[src/hw/rtl/dwr_pkg.sv]
`timescale 1ns / 1ps
// ----------------------------------------------------------------------------
// dwr_pkg
// Shared types, mode codes and screen geometry for the display window
// rescaler: configuration record, pipeline stage records, mode decode.
// ----------------------------------------------------------------------------
package dwr_pkg;

    // Configuration port
    localparam int CFG_ADDR_W = 3;
    localparam int CFG_DATA_W = 7;

    localparam logic [CFG_ADDR_W-1:0] CFG_GAME_MODE       = 3'd0;
    localparam logic [CFG_ADDR_W-1:0] CFG_GAME_INTERLACE  = 3'd1;
    localparam logic [CFG_ADDR_W-1:0] CFG_GAME_FRAME_MODE = 3'd2;
    localparam logic [CFG_ADDR_W-1:0] CFG_OUT_MODE        = 3'd3;
    localparam logic [CFG_ADDR_W-1:0] CFG_OUT_INTERLACE   = 3'd4;
    localparam logic [CFG_ADDR_W-1:0] CFG_OUT_FRAME_MODE  = 3'd5;
    localparam logic [CFG_ADDR_W-1:0] CFG_UPSCALE_CHOICE  = 3'd6;

    // Video mode codes
    localparam logic [6:0] MODE_480I  = 7'h02;
    localparam logic [6:0] MODE_576I  = 7'h03;
    localparam logic [6:0] MODE_480P  = 7'h50;
    localparam logic [6:0] MODE_1080I = 7'h51;
    localparam logic [6:0] MODE_576P  = 7'h53;

    // Reset values of the mode registers
    localparam logic [6:0] RESET_MODE = MODE_480I;

    // Upscale choices
    localparam logic [2:0] UP_240P     = 3'd0;
    localparam logic [2:0] UP_480P     = 3'd1;
    localparam logic [2:0] UP_1080I_X1 = 3'd2;
    localparam logic [2:0] UP_1080I_X2 = 3'd3;
    localparam logic [2:0] UP_1080I_X3 = 3'd4;

    // Screen geometry
    localparam int SD_WIDTH    = 720;
    localparam int NTSC_HEIGHT = 480;
    localparam int NTSC_X_OFS  = 123;
    localparam int NTSC_Y_OFS  = 34;
    localparam int PAL_HEIGHT  = 576;
    localparam int PAL_X_OFS   = 130;
    localparam int PAL_Y_OFS   = 40;
    localparam int HD_WIDTH    = 1920;
    localparam int HD_HEIGHT   = 1080;
    localparam int HD_X_OFS    = 236;
    localparam int HD_Y_OFS    = 38;

    // Datapath widths
    localparam int CTR_W      = 12;   // screen center
    localparam int DIVIDEND_W = 18;   // width times new magnification
    localparam int QUOT_W     = 14;   // new width, at most three times input
    localparam int DIV_STEPS  = 6;    // quotient bits per divider stage

    typedef struct packed {
        logic [6:0] game_mode;
        logic       game_interlace;
        logic       game_frame_mode;
        logic [6:0] out_mode;
        logic       out_interlace;
        logic       out_frame_mode;
        logic [2:0] upscale_choice;
    } cfg_t;

    typedef struct packed {
        logic             ok;
        logic [1:0]       vck_log;    // log2 of pixel clock divider
        logic [2:0]       fb_h;       // framebuffer height class
        logic [2:0]       dp_h;       // display height class
        logic [CTR_W-1:0] x_center;
        logic [CTR_W-1:0] y_ctr;
    } mode_info_t;

    typedef struct packed {
        logic [3:0]  h_mag;
        logic [1:0]  v_mag;
        logic [11:0] width_m1;
        logic [10:0] height_m1;
    } item_t;

    // After mode decode and scaling
    typedef struct packed {
        logic             unsup;
        item_t            item;
        logic [4:0]       magh;
        logic [5:0]       magh_n;
        logic [1:0]       v_mag_n_m1;
        logic [13:0]      height_n;
        logic [CTR_W-1:0] x_center;
        logic [CTR_W-1:0] y_ctr;
    } scale_t;

    // Travels through the divider stages
    typedef struct packed {
        logic                  unsup;
        item_t                 item;
        logic [3:0]            h_mag_n_m1;
        logic [1:0]            v_mag_n_m1;
        logic [10:0]           height_n_m1;
        logic [10:0]           y_pos;
        logic [CTR_W-1:0]      x_center;
        logic [DIVIDEND_W-1:0] dividend;
        logic [DIVIDEND_W-1:0] quotient;
        logic [3:0]            rem;
        logic [4:0]            divisor;
    } div_t;

    // Per mode: pixel clock divider, height classes and screen center
    function automatic mode_info_t describe_mode(logic [6:0] code, logic ilace,
                                                 logic frame);
        mode_info_t m;
        m.ok       = 1'b0;
        m.vck_log  = 2'd0;
        m.fb_h     = 3'd1;
        m.dp_h     = 3'd1;
        m.x_center = '0;
        m.y_ctr    = '0;
        case (code)
            MODE_480I, MODE_480P: begin
                m.ok       = 1'b1;
                m.vck_log  = (code == MODE_480I) ? 2'd2 : 2'd1;
                m.fb_h     = 3'd2;
                m.dp_h     = 3'd2;
                m.x_center = CTR_W'((NTSC_X_OFS + SD_WIDTH / 2) << m.vck_log);
                if (code == MODE_480I && !ilace) begin
                    m.y_ctr = CTR_W'(NTSC_Y_OFS / 2 + NTSC_HEIGHT / 4);
                end else begin
                    m.y_ctr = CTR_W'(NTSC_Y_OFS + NTSC_HEIGHT / 2);
                end
            end
            MODE_576I, MODE_576P: begin
                m.ok       = 1'b1;
                m.vck_log  = (code == MODE_576I) ? 2'd2 : 2'd1;
                m.fb_h     = 3'd2;
                m.dp_h     = 3'd2;
                m.x_center = CTR_W'((PAL_X_OFS + SD_WIDTH / 2) << m.vck_log);
                if (code == MODE_576I && !ilace) begin
                    m.y_ctr = CTR_W'(PAL_Y_OFS / 2 + PAL_HEIGHT / 4);
                end else begin
                    m.y_ctr = CTR_W'(PAL_Y_OFS + PAL_HEIGHT / 2);
                end
            end
            MODE_1080I: begin
                m.ok       = 1'b1;
                m.vck_log  = 2'd0;
                m.fb_h     = 3'd4;
                m.dp_h     = 3'd4;
                m.x_center = CTR_W'(HD_X_OFS + HD_WIDTH / 2);
                m.y_ctr    = CTR_W'(HD_Y_OFS + HD_HEIGHT / 2);
            end
            default: begin
                m.ok = 1'b0;
            end
        endcase
        // interlaced frame mode reads every other framebuffer line
        if (m.ok && ilace && frame) begin
            m.fb_h = m.fb_h >> 1;
        end
        // progressive use of an interlaced mode halves both classes
        if ((code == MODE_480I || code == MODE_576I) && !ilace) begin
            m.fb_h = m.fb_h >> 1;
            m.dp_h = m.dp_h >> 1;
        end
        return m;
    endfunction

    // Height classes are 1, 2 or 4
    function automatic logic [1:0] class_log(logic [2:0] h);
        logic [1:0] l;
        case (h)
            3'd4:    l = 2'd2;
            3'd2:    l = 2'd1;
            default: l = 2'd0;
        endcase
        return l;
    endfunction

endpackage

[src/hw/rtl/dwr_decode.sv]
`timescale 1ns / 1ps
// ----------------------------------------------------------------------------
// dwr_decode
// First stage: decodes game and output modes, derives the ratios and
// scales magnifications and height. Registered, with valid and ready.
// ----------------------------------------------------------------------------
module dwr_decode (
    input  logic             aclk,
    input  logic             aresetn,
    input  dwr_pkg::cfg_t    cfg,
    input  logic             in_valid,
    output logic             in_ready,
    input  dwr_pkg::item_t   in_item,
    output logic             out_valid,
    input  logic             out_ready,
    output dwr_pkg::scale_t  out_data
);

    dwr_pkg::mode_info_t g_info;
    dwr_pkg::mode_info_t o_info;
    logic [2:0]          o_fb;
    logic [2:0]          o_dp;
    logic [1:0]          hmul;
    logic [1:0]          vshift;
    logic [1:0]          g_fb_log;
    logic [1:0]          o_fb_log;
    logic [1:0]          g_dp_log;
    logic [1:0]          o_dp_log;
    logic [4:0]          magh;
    logic [6:0]          magh_x;
    logic [2:0]          magv;
    logic [4:0]          magv_n;
    logic [11:0]         dh;
    logic [13:0]         dh_n;
    logic                unsup;

    logic                valid_reg;
    dwr_pkg::scale_t     data_reg;
    dwr_pkg::scale_t     data_next;

    // mode decode
    always_comb begin
        g_info = dwr_pkg::describe_mode(cfg.game_mode, cfg.game_interlace,
                                        cfg.game_frame_mode);
        o_info = dwr_pkg::describe_mode(cfg.out_mode, cfg.out_interlace,
                                        cfg.out_frame_mode);
        o_fb   = o_info.fb_h;
        o_dp   = o_info.dp_h;
        hmul   = 2'd1;
        case (cfg.upscale_choice)
            dwr_pkg::UP_1080I_X1: begin
                o_fb = o_info.fb_h >> 1;
                o_dp = o_info.dp_h >> 1;
            end
            dwr_pkg::UP_1080I_X2: hmul = 2'd2;
            dwr_pkg::UP_1080I_X3: hmul = 2'd3;
            default:              hmul = 2'd1;
        endcase
        unsup = !g_info.ok || !o_info.ok || (g_info.vck_log < o_info.vck_log)
                || (o_fb == 3'd0) || (o_dp == 3'd0);
        vshift   = g_info.vck_log - o_info.vck_log;
        g_fb_log = dwr_pkg::class_log(g_info.fb_h);
        o_fb_log = dwr_pkg::class_log(o_fb);
        g_dp_log = dwr_pkg::class_log(g_info.dp_h);
        o_dp_log = dwr_pkg::class_log(o_dp);
    end

    // magnification and height scaling; all ratios but the upscale factor are powers of two
    always_comb begin
        magh   = 5'({1'b0, in_item.h_mag} + 5'd1);
        magh_x = 7'({2'b0, magh} * {5'b0, hmul});
        magv   = 3'({1'b0, in_item.v_mag} + 3'd1);
        dh     = 12'({1'b0, in_item.height_m1} + 12'd1);
        if (o_fb_log >= g_fb_log) begin
            magv_n = {2'b0, magv} << (o_fb_log - g_fb_log);
        end else begin
            magv_n = {2'b0, magv} >> (g_fb_log - o_fb_log);
        end
        if (o_dp_log >= g_dp_log) begin
            dh_n = {2'b0, dh} << (o_dp_log - g_dp_log);
        end else begin
            dh_n = {2'b0, dh} >> (g_dp_log - o_dp_log);
        end
        data_next.unsup      = unsup;
        data_next.item       = in_item;
        data_next.magh       = magh;
        data_next.magh_n     = 6'(magh_x >> vshift);
        data_next.v_mag_n_m1 = 2'(magv_n - 5'd1);
        data_next.height_n   = dh_n;
        data_next.x_center   = o_info.x_center;
        data_next.y_ctr      = o_info.y_ctr;
    end

    assign in_ready  = !valid_reg || out_ready;
    assign out_valid = valid_reg;
    assign out_data  = data_reg;

    // stage register
    always_ff @(posedge aclk) begin
        if (!aresetn) begin
            valid_reg <= 1'b0;
        end else if (in_ready) begin
            valid_reg <= in_valid;
        end
    end

    always_ff @(posedge aclk) begin
        if (in_ready && in_valid) begin
            data_reg <= data_next;
        end
    end

endmodule

[src/hw/rtl/dwr_scale.sv]
`timescale 1ns / 1ps
// ----------------------------------------------------------------------------
// dwr_scale
// Second stage: forms width times new magnification for the divider and
// the centered vertical start.
// ----------------------------------------------------------------------------
module dwr_scale (
    input  logic             aclk,
    input  logic             aresetn,
    input  logic             in_valid,
    output logic             in_ready,
    input  dwr_pkg::scale_t  in_data,
    output logic             out_valid,
    input  logic             out_ready,
    output dwr_pkg::div_t    out_data
);

    logic [12:0]     dw;
    logic [13:0]     dy;
    logic            valid_reg;
    dwr_pkg::div_t   data_reg;
    dwr_pkg::div_t   data_next;

    // product and vertical centering
    always_comb begin
        dw = 13'({1'b0, in_data.item.width_m1} + 13'd1);
        dy = 14'({2'b0, in_data.y_ctr}) - (in_data.height_n >> 1);
        data_next.unsup       = in_data.unsup;
        data_next.item        = in_data.item;
        data_next.h_mag_n_m1  = 4'(in_data.magh_n - 6'd1);
        data_next.v_mag_n_m1  = in_data.v_mag_n_m1;
        data_next.height_n_m1 = 11'(in_data.height_n - 14'd1);
        data_next.y_pos       = dy[10:0];
        data_next.x_center    = in_data.x_center;
        data_next.dividend    = dwr_pkg::DIVIDEND_W'({6'b0, dw} * {13'b0, in_data.magh_n});
        data_next.quotient    = '0;
        data_next.rem         = '0;
        data_next.divisor     = in_data.magh;
    end

    assign in_ready  = !valid_reg || out_ready;
    assign out_valid = valid_reg;
    assign out_data  = data_reg;

    // stage register
    always_ff @(posedge aclk) begin
        if (!aresetn) begin
            valid_reg <= 1'b0;
        end else if (in_ready) begin
            valid_reg <= in_valid;
        end
    end

    always_ff @(posedge aclk) begin
        if (in_ready && in_valid) begin
            data_reg <= data_next;
        end
    end

endmodule

[src/hw/rtl/dwr_div_stage.sv]
`timescale 1ns / 1ps
// ----------------------------------------------------------------------------
// dwr_div_stage
// One stage of the restoring divider: takes the next quotient bits off
// the top of the dividend, one compare and subtract per bit.
// ----------------------------------------------------------------------------
module dwr_div_stage (
    input  logic            aclk,
    input  logic            aresetn,
    input  logic            in_valid,
    output logic            in_ready,
    input  dwr_pkg::div_t   in_data,
    output logic            out_valid,
    input  logic            out_ready,
    output dwr_pkg::div_t   out_data
);

    logic [4:0]      trial;
    logic            valid_reg;
    dwr_pkg::div_t   data_reg;
    dwr_pkg::div_t   data_next;

    // quotient bits, dividend shifts out at the top
    always_comb begin
        data_next = in_data;
        trial     = '0;
        for (int i = 0; i < dwr_pkg::DIV_STEPS; i++) begin
            trial = {data_next.rem, data_next.dividend[dwr_pkg::DIVIDEND_W-1]};
            data_next.dividend = data_next.dividend << 1;
            if (trial >= data_next.divisor) begin
                data_next.rem      = 4'(trial - data_next.divisor);
                data_next.quotient = {data_next.quotient[dwr_pkg::DIVIDEND_W-2:0], 1'b1};
            end else begin
                data_next.rem      = trial[3:0];
                data_next.quotient = {data_next.quotient[dwr_pkg::DIVIDEND_W-2:0], 1'b0};
            end
        end
    end

    assign in_ready  = !valid_reg || out_ready;
    assign out_valid = valid_reg;
    assign out_data  = data_reg;

    // stage register
    always_ff @(posedge aclk) begin
        if (!aresetn) begin
            valid_reg <= 1'b0;
        end else if (in_ready) begin
            valid_reg <= in_valid;
        end
    end

    always_ff @(posedge aclk) begin
        if (in_ready && in_valid) begin
            data_reg <= data_next;
        end
    end

endmodule

[src/hw/rtl/display_window_rescaler_unit.sv]
`timescale 1ns / 1ps
// ----------------------------------------------------------------------------
// display_window_rescaler_unit
// Rescales a display window setting from the game's video mode to the
// forced output mode and centers it on the output screen.
// ----------------------------------------------------------------------------
// Usage:
//   The s_ channel carries one window setting per item, the m_ channel one
//   result per item; m_tuser flags an unsupported mode combination, in which
//   case magnification and size pass through and the position is zero.
//   Mode registers are written over the cfg_ port; the user must do so only
//   while no item is in flight (not enforced); index 0..6 as in the register
//   list, other indexes are ignored. Stages: mode decode, product, three
//   divider stages of six quotient bits each, output register. Throughput is
//   one item per clock unless the receiver stalls; every stage holds one item,
//   the slowest being a divider stage of six compare and subtract steps.
//   When the receiver stalls, stages fill up from the output back and
//   s_tready drops only once every stage holds an item; nothing is lost.
//   Reset (aresetn low, synchronous) empties the pipeline and returns the
//   registers to 480i interlaced field mode for game and output, 240p.
// ----------------------------------------------------------------------------
module display_window_rescaler_unit (
    input  logic                            aclk,
    input  logic                            aresetn,
    // configuration writes
    input  logic                            cfg_wr_en,
    input  logic [dwr_pkg::CFG_ADDR_W-1:0]  cfg_addr,
    input  logic [dwr_pkg::CFG_DATA_W-1:0]  cfg_wdata,
    // input items
    input  logic                            s_tvalid,
    output logic                            s_tready,
    input  logic [31:0]                     s_tdata,  // h_mag, v_mag, width_m1, height_m1
    // result items
    output logic                            m_tvalid,
    input  logic                            m_tready,
    output logic [55:0]                     m_tdata,  // out_x_pos, out_y_pos, out_h_mag,
                                                      // out_v_mag, out_width_m1,
                                                      // out_height_m1
    output logic                            m_tuser   // mode_unsupported
);

    localparam int DIV_STAGES = dwr_pkg::DIVIDEND_W / dwr_pkg::DIV_STEPS;

    dwr_pkg::cfg_t    cfg_reg;
    dwr_pkg::item_t   in_item;

    logic             dec_valid;
    logic             dec_ready;
    dwr_pkg::scale_t  dec_data;

    logic             div_valid [DIV_STAGES+1];
    logic             div_ready [DIV_STAGES+1];
    dwr_pkg::div_t    div_data  [DIV_STAGES+1];

    logic             out_ready;
    logic             m_valid_reg;
    logic [55:0]      m_data_reg;
    logic             m_user_reg;
    logic [55:0]      m_data_next;
    logic [13:0]      dw_n;
    logic [13:0]      dw_n_m1;
    logic [13:0]      dx;

    // configuration registers
    always_ff @(posedge aclk) begin
        if (!aresetn) begin
            cfg_reg.game_mode       <= dwr_pkg::RESET_MODE;
            cfg_reg.game_interlace  <= 1'b1;
            cfg_reg.game_frame_mode <= 1'b0;
            cfg_reg.out_mode        <= dwr_pkg::RESET_MODE;
            cfg_reg.out_interlace   <= 1'b1;
            cfg_reg.out_frame_mode  <= 1'b0;
            cfg_reg.upscale_choice  <= dwr_pkg::UP_240P;
        end else if (cfg_wr_en) begin
            case (cfg_addr)
                dwr_pkg::CFG_GAME_MODE:       cfg_reg.game_mode       <= cfg_wdata;
                dwr_pkg::CFG_GAME_INTERLACE:  cfg_reg.game_interlace  <= cfg_wdata[0];
                dwr_pkg::CFG_GAME_FRAME_MODE: cfg_reg.game_frame_mode <= cfg_wdata[0];
                dwr_pkg::CFG_OUT_MODE:        cfg_reg.out_mode        <= cfg_wdata;
                dwr_pkg::CFG_OUT_INTERLACE:   cfg_reg.out_interlace   <= cfg_wdata[0];
                dwr_pkg::CFG_OUT_FRAME_MODE:  cfg_reg.out_frame_mode  <= cfg_wdata[0];
                dwr_pkg::CFG_UPSCALE_CHOICE:  cfg_reg.upscale_choice  <= cfg_wdata[2:0];
                default: ;
            endcase
        end
    end

    // unpack input item
    assign in_item.h_mag     = s_tdata[3:0];
    assign in_item.v_mag     = s_tdata[5:4];
    assign in_item.width_m1  = s_tdata[17:6];
    assign in_item.height_m1 = s_tdata[28:18];

    dwr_decode u_decode (
        .aclk      (aclk),
        .aresetn   (aresetn),
        .cfg       (cfg_reg),
        .in_valid  (s_tvalid),
        .in_ready  (s_tready),
        .in_item   (in_item),
        .out_valid (dec_valid),
        .out_ready (dec_ready),
        .out_data  (dec_data)
    );

    dwr_scale u_scale (
        .aclk      (aclk),
        .aresetn   (aresetn),
        .in_valid  (dec_valid),
        .in_ready  (dec_ready),
        .in_data   (dec_data),
        .out_valid (div_valid[0]),
        .out_ready (div_ready[0]),
        .out_data  (div_data[0])
    );

    // divider stages
    for (genvar s = 0; s < DIV_STAGES; s++) begin : g_div
        dwr_div_stage u_div (
            .aclk      (aclk),
            .aresetn   (aresetn),
            .in_valid  (div_valid[s]),
            .in_ready  (div_ready[s]),
            .in_data   (div_data[s]),
            .out_valid (div_valid[s+1]),
            .out_ready (div_ready[s+1]),
            .out_data  (div_data[s+1])
        );
    end

    // horizontal centering and result packing
    always_comb begin
        dw_n    = div_data[DIV_STAGES].quotient[dwr_pkg::QUOT_W-1:0];
        dw_n_m1 = dw_n - 14'd1;
        dx      = 14'({2'b0, div_data[DIV_STAGES].x_center}) - {1'b0, dw_n[13:1]};
        if (div_data[DIV_STAGES].unsup) begin
            m_data_next = {4'b0,
                           div_data[DIV_STAGES].item.height_m1,
                           div_data[DIV_STAGES].item.width_m1,
                           div_data[DIV_STAGES].item.v_mag,
                           div_data[DIV_STAGES].item.h_mag,
                           11'd0, 12'd0};
        end else begin
            m_data_next = {4'b0,
                           div_data[DIV_STAGES].height_n_m1,
                           dw_n_m1[11:0],
                           div_data[DIV_STAGES].v_mag_n_m1,
                           div_data[DIV_STAGES].h_mag_n_m1,
                           div_data[DIV_STAGES].y_pos,
                           dx[11:0]};
        end
    end

    // output register
    assign out_ready              = !m_valid_reg || m_tready;
    assign div_ready[DIV_STAGES]  = out_ready;

    always_ff @(posedge aclk) begin
        if (!aresetn) begin
            m_valid_reg <= 1'b0;
        end else if (out_ready) begin
            m_valid_reg <= div_valid[DIV_STAGES];
        end
    end

    always_ff @(posedge aclk) begin
        if (out_ready && div_valid[DIV_STAGES]) begin
            m_data_reg <= m_data_next;
            m_user_reg <= div_data[DIV_STAGES].unsup;
        end
    end

    assign m_tvalid = m_valid_reg;
    assign m_tdata  = m_data_reg;
    assign m_tuser  = m_user_reg;

    // checks
    a_unsup_pos_zero: assert property (@(posedge aclk) disable iff (!aresetn)
        m_tvalid && m_tuser |-> m_tdata[22:0] == 23'd0)
        else $error("unsupported result carries a window position");

    a_reset_empties: assert property (@(posedge aclk)
        !aresetn |=> !m_tvalid)
        else $error("result valid right after reset");

    a_div_rem: assert property (@(posedge aclk) disable iff (!aresetn)
        div_valid[DIV_STAGES] |->
            {1'b0, div_data[DIV_STAGES].rem} < div_data[DIV_STAGES].divisor)
        else $error("divider remainder not below divisor");

endmodule
[config.mk]
export PLATFORM = sky130hd
export DESIGN_NAME = display_window_rescaler_unit
export DESIGN_NICKNAME = d
export VERILOG_FILES = /design/src/hw/rtl/dwr_pkg.sv /design/src/hw/rtl/dwr_decode.sv /design/src/hw/rtl/dwr_scale.sv /design/src/hw/rtl/dwr_div_stage.sv /design/src/hw/rtl/display_window_rescaler_unit.sv
export SDC_FILE = /design/constraint.sdc
export NUM_CORES = 1
export LEC_CHECK = 0
export ABC_AREA = 1
export BUFFER_PORTS_ARGS = -buffer_cell sky130_fd_sc_hd__buf_2
export CAP_MARGIN = 10
export CORE_MARGIN = 2
export CORE_UTILIZATION = 55
export DETAILED_ROUTE_END_ITERATION = 6
export PLACE_DENSITY = 0.75
export SETUP_SLACK_MARGIN = 0.4
export SYNTH_ARGS = -nofsm -noshare
export SYNTH_HDL_FRONTEND = slang
export SYNTH_SLANG_ARGS = --single-unit
[constraint.sdc]
create_clock -name aclk -period 18.3 [get_ports aclk]
set_input_delay 4.575 -clock aclk [delete_from_list [all_inputs] [get_ports aclk]]
set_output_delay 4.575 -clock aclk [all_outputs]
set_load 0.01 [all_outputs]
==> impl_metrics.env <==
export IMPL_syn_area_mm2=0.0250
export IMPL_grt_max_degree=66
export IMPL_clockRootBuffer="clkbuf_16"
export IMPL_start_util_pct=55.4
export IMPL_synth_edf_count=474
export IMPL_slew_violations=0
export IMPL_hold_viol_final=0
export IMPL_drt_first_pass_iters=5
export IMPL_netlist_instances=2191
export IMPL_end_kind="primary output"
export IMPL_ctsResizeCount=0
export IMPL_use_met3_pct=2.78
export IMPL_async_flop_share_pct=0
export IMPL_synth_main_ff_cell="edfxtp_1"
export IMPL_final_net_count=2589
export IMPL_p_leak_nw=11.7
export IMPL_rsz0062_at_grt="false"
export IMPL_cp_startpoint="m_tready"
export IMPL_cts_buffers=49
export IMPL_postRouteAntennaNets=0
export IMPL_reg2reg_setup_slack_ps=9320
export IMPL_worst_r2r_endpoint="g_div[1].u_div.out_data[8]$_DFFE_PP_"
export IMPL_cp_required_ps=13730
export IMPL_period_minus_slack_ps=11000
export IMPL_antennaDiodeCount=0
export IMPL_synth_seq_cells=501
export IMPL_drc=0
export IMPL_postSynthAreaPerCell_um2=11.4
export IMPL_synth_cell_type_count=54
export IMPL_drive_gt1_share_pct=10.2
export IMPL_cts_tree="done"
export IMPL_design_core_area_mm2=0.0451
export IMPL_worst_skew_pair_late_latency_ps=600
export IMPL_post_cts_buffers=0
export IMPL_cp_data_arrival_time_ps=6430
export IMPL_fin_ws_ps=7300
export IMPL_min_path_type="flip-flop to flip-flop"
export IMPL_largest_reg_flops=258
export IMPL_period_share_pct=60.1
export IMPL_synth_seq_area_share_pct=59.2
export IMPL_timing_rr_start="g_div[0].u_div.out_data[1]$_DFFE_PP_"
export IMPL_setup_violations=0
export IMPL_use_met2_pct=32.4
export IMPL_use_met1_pct=29.7
export IMPL_grt_usage_pct=20.7
export IMPL_wl_um=47300
export IMPL_finish_utilization_pct=61.6
export IMPL_pin_count=106
export IMPL_cts_clk_slew_worst_paths_ps=60
export IMPL_tightest_slew_ps=1090
export IMPL_drt_iter0_drc=1214
export IMPL_clock_sinks=501
export IMPL_worst_setup_path_start_kind="input port"
export IMPL_crit_end="s_tready"
export IMPL_grt_busiest_layer="met2"
export IMPL_grt_first_pass_wirelength_um=77400
export IMPL_status="finished, final reports clean"
export IMPL_syn_to_final_growth_pct=11.3
export IMPL_viasPerCell=5.32
export IMPL_powerDensity_mw_per_mm2=174
export IMPL_cts_buffer_depth=3
export IMPL_worstSetupPathType="input port to primary output"
export IMPL_vdd_drop_max_uv=155
export IMPL_portBuffers=98
export IMPL_max_slew_margin_pct=27.1
export IMPL_fin_skew_ps=16.2
export IMPL_dpl_hpwl_um=34800
export IMPL_die_w_um=217
export IMPL_fmax_mhz=90.9
export IMPL_fp_dieArea_mm2=0.0471
export IMPL_overflow=0
export IMPL_hold_buffers=0
export IMPL_cap_violations=0
export IMPL_antenna_found_initial=0
export IMPL_cts_max_level=2
export IMPL_vias=15757
export IMPL_die_h_um=217
export IMPL_first_global_vias=15521
export IMPL_synth_warnings=0
export IMPL_avgRoutedWirePerCell_um=16.0
export IMPL_final_setup_tns_ps=0
export IMPL_critPathMaxFanout=3
export IMPL_gp_congestion=0.927
export IMPL_post_place_ws_ps=7300
export IMPL_ff2ff_path_depth=52
export IMPL_rows=78
[metal layers]
metal | vias up | share of wire [%]
met5 | - | 0
li1 | 7704 | -
met2 | 480 | 45
met4 | 0 | 2.9
met3 | 98 | 5.6
met1 | 7475 | 46
[kinds of logic after synthesis]
group	after synthesis	share of synthesized area, %
compound gates	276	6.37
xor+xnor	84	2.95
fa+ha+maj	217	12.9
buf+inv	359	5.46
flops	501	59.2
mux	4	0.160
other cells	1	0.0150
simple gates	749	13.0
[metrics by stage]
step | instances | hold WS [ps] | area [um2] | power (mW)
3_3_place_gp | 2874 | 401 | 26200 | 3.68
4_1_cts | 2960 | 415 | 27800 | 4.83
2_1_floorplan | 2194 | 400 | 25000 | 3.32
5_1_grt | 2960 | 421 | 27800 | 5.24
3_5_place_dp | 2874 | 405 | 26200 | 3.81
6_report | 2960 | 411 | 27800 | 4.83
[where the power goes]
part	leakage, nW	switching [mW]	internal (mW)
logic	6.30	1.45	0.902
registers	4.62	0.0429	1.44
clock network	0.760	0.421	0.568
total	11.7	1.91	2.91
[placed cells by master, fill, tap and decap left out, drive strengths merged, types with 14 or more instances in the layout]
cell type / n
nor3: 20
xnor2: 25
nand4: 34
ha: 151
dfxtp: 27
xor2: 59
fa: 66
nand2: 421
nand3: 96
clkbuf: 59
inv: 334
a21oi: 108
edfxtp: 474
clkinv: 17
or2: 14
buf: 106
nor2: 153
o21ai: 102
[synthesized netlist by cell type (all sizes together), types with 4 or more instances]
cell type / number / area [um2]
edfxtp: 474 / 14200
a22oi: 5 / 37.5
dfxtp: 27 / 541
buf: 5 / 35.0
ha: 151 / 1890
fa: 66 / 1320
or2: 14 / 87.6
a31oi: 11 / 75.1
o21a: 8 / 60.1
clkbuf: 21 / 78.8
o21ai: 102 / 529
xor2: 59 / 517
a21oi: 108 / 559
mux2i: 4 / 40.0
o21bai: 7 / 52.6
nand2: 421 / 1600
nor2: 153 / 607
a21boi: 5 / 37.5
xnor2: 25 / 219
nor3: 20 / 138
nand4: 34 / 234
nand3: 96 / 516
and2: 7 / 43.8
o211ai: 6 / 45.0
inv: 331 / 1240
a21o: 8 / 60.1
[critical path: stages]
cell and delay (ps):
buf_2 100, nor2_1 380, inv_1 110, nor2_1 100, inv_1 70, nor2_1 90, inv_1 80, nor2_1 240
inv_1 110, nor2_2 200, nand2_1 190, buf_2 190
[worst min-delay path by stage]
stage,slack [ps],to,from,cells past startpoint
5_1_grt,420,g_div[2].u_div.out_data[17]$_DFFE_PP_,g_div[1].u_div.out_data[11]$_DFFE_PP_,0
4_1_cts,410,g_div[2].u_div.out_data[17]$_DFFE_PP_,g_div[1].u_div.out_data[11]$_DFFE_PP_,0
6_report,410,g_div[2].u_div.out_data[76]$_DFFE_PP_,g_div[1].u_div.out_data[76]$_DFFE_PP_,0
2_1_floorplan,400,g_div[0].u_div.out_data[100]$_DFFE_PP_,u_scale.out_data[100]$_DFFE_PP_,0
3_5_place_dp,400,g_div[0].u_div.out_data[111]$_DFFE_PP_,u_scale.out_data[111]$_DFFE_PP_,0
3_3_place_gp,400,u_scale.out_data[95]$_DFFE_PP_,u_decode.out_data[61]$_DFFE_PP_,0
[area by class of cell]
class	count	area, um2
Sequential cell	501	14800
Multi-Input combinational cell	1334	8870
Clock inverter	27	324
Inverter	333	1250
Tap cell	600	751
Clock buffer	59	1260
Fill cell	3500	17300
Timing Repair Buffer	106	551
(Power assumes the default switching activity.)
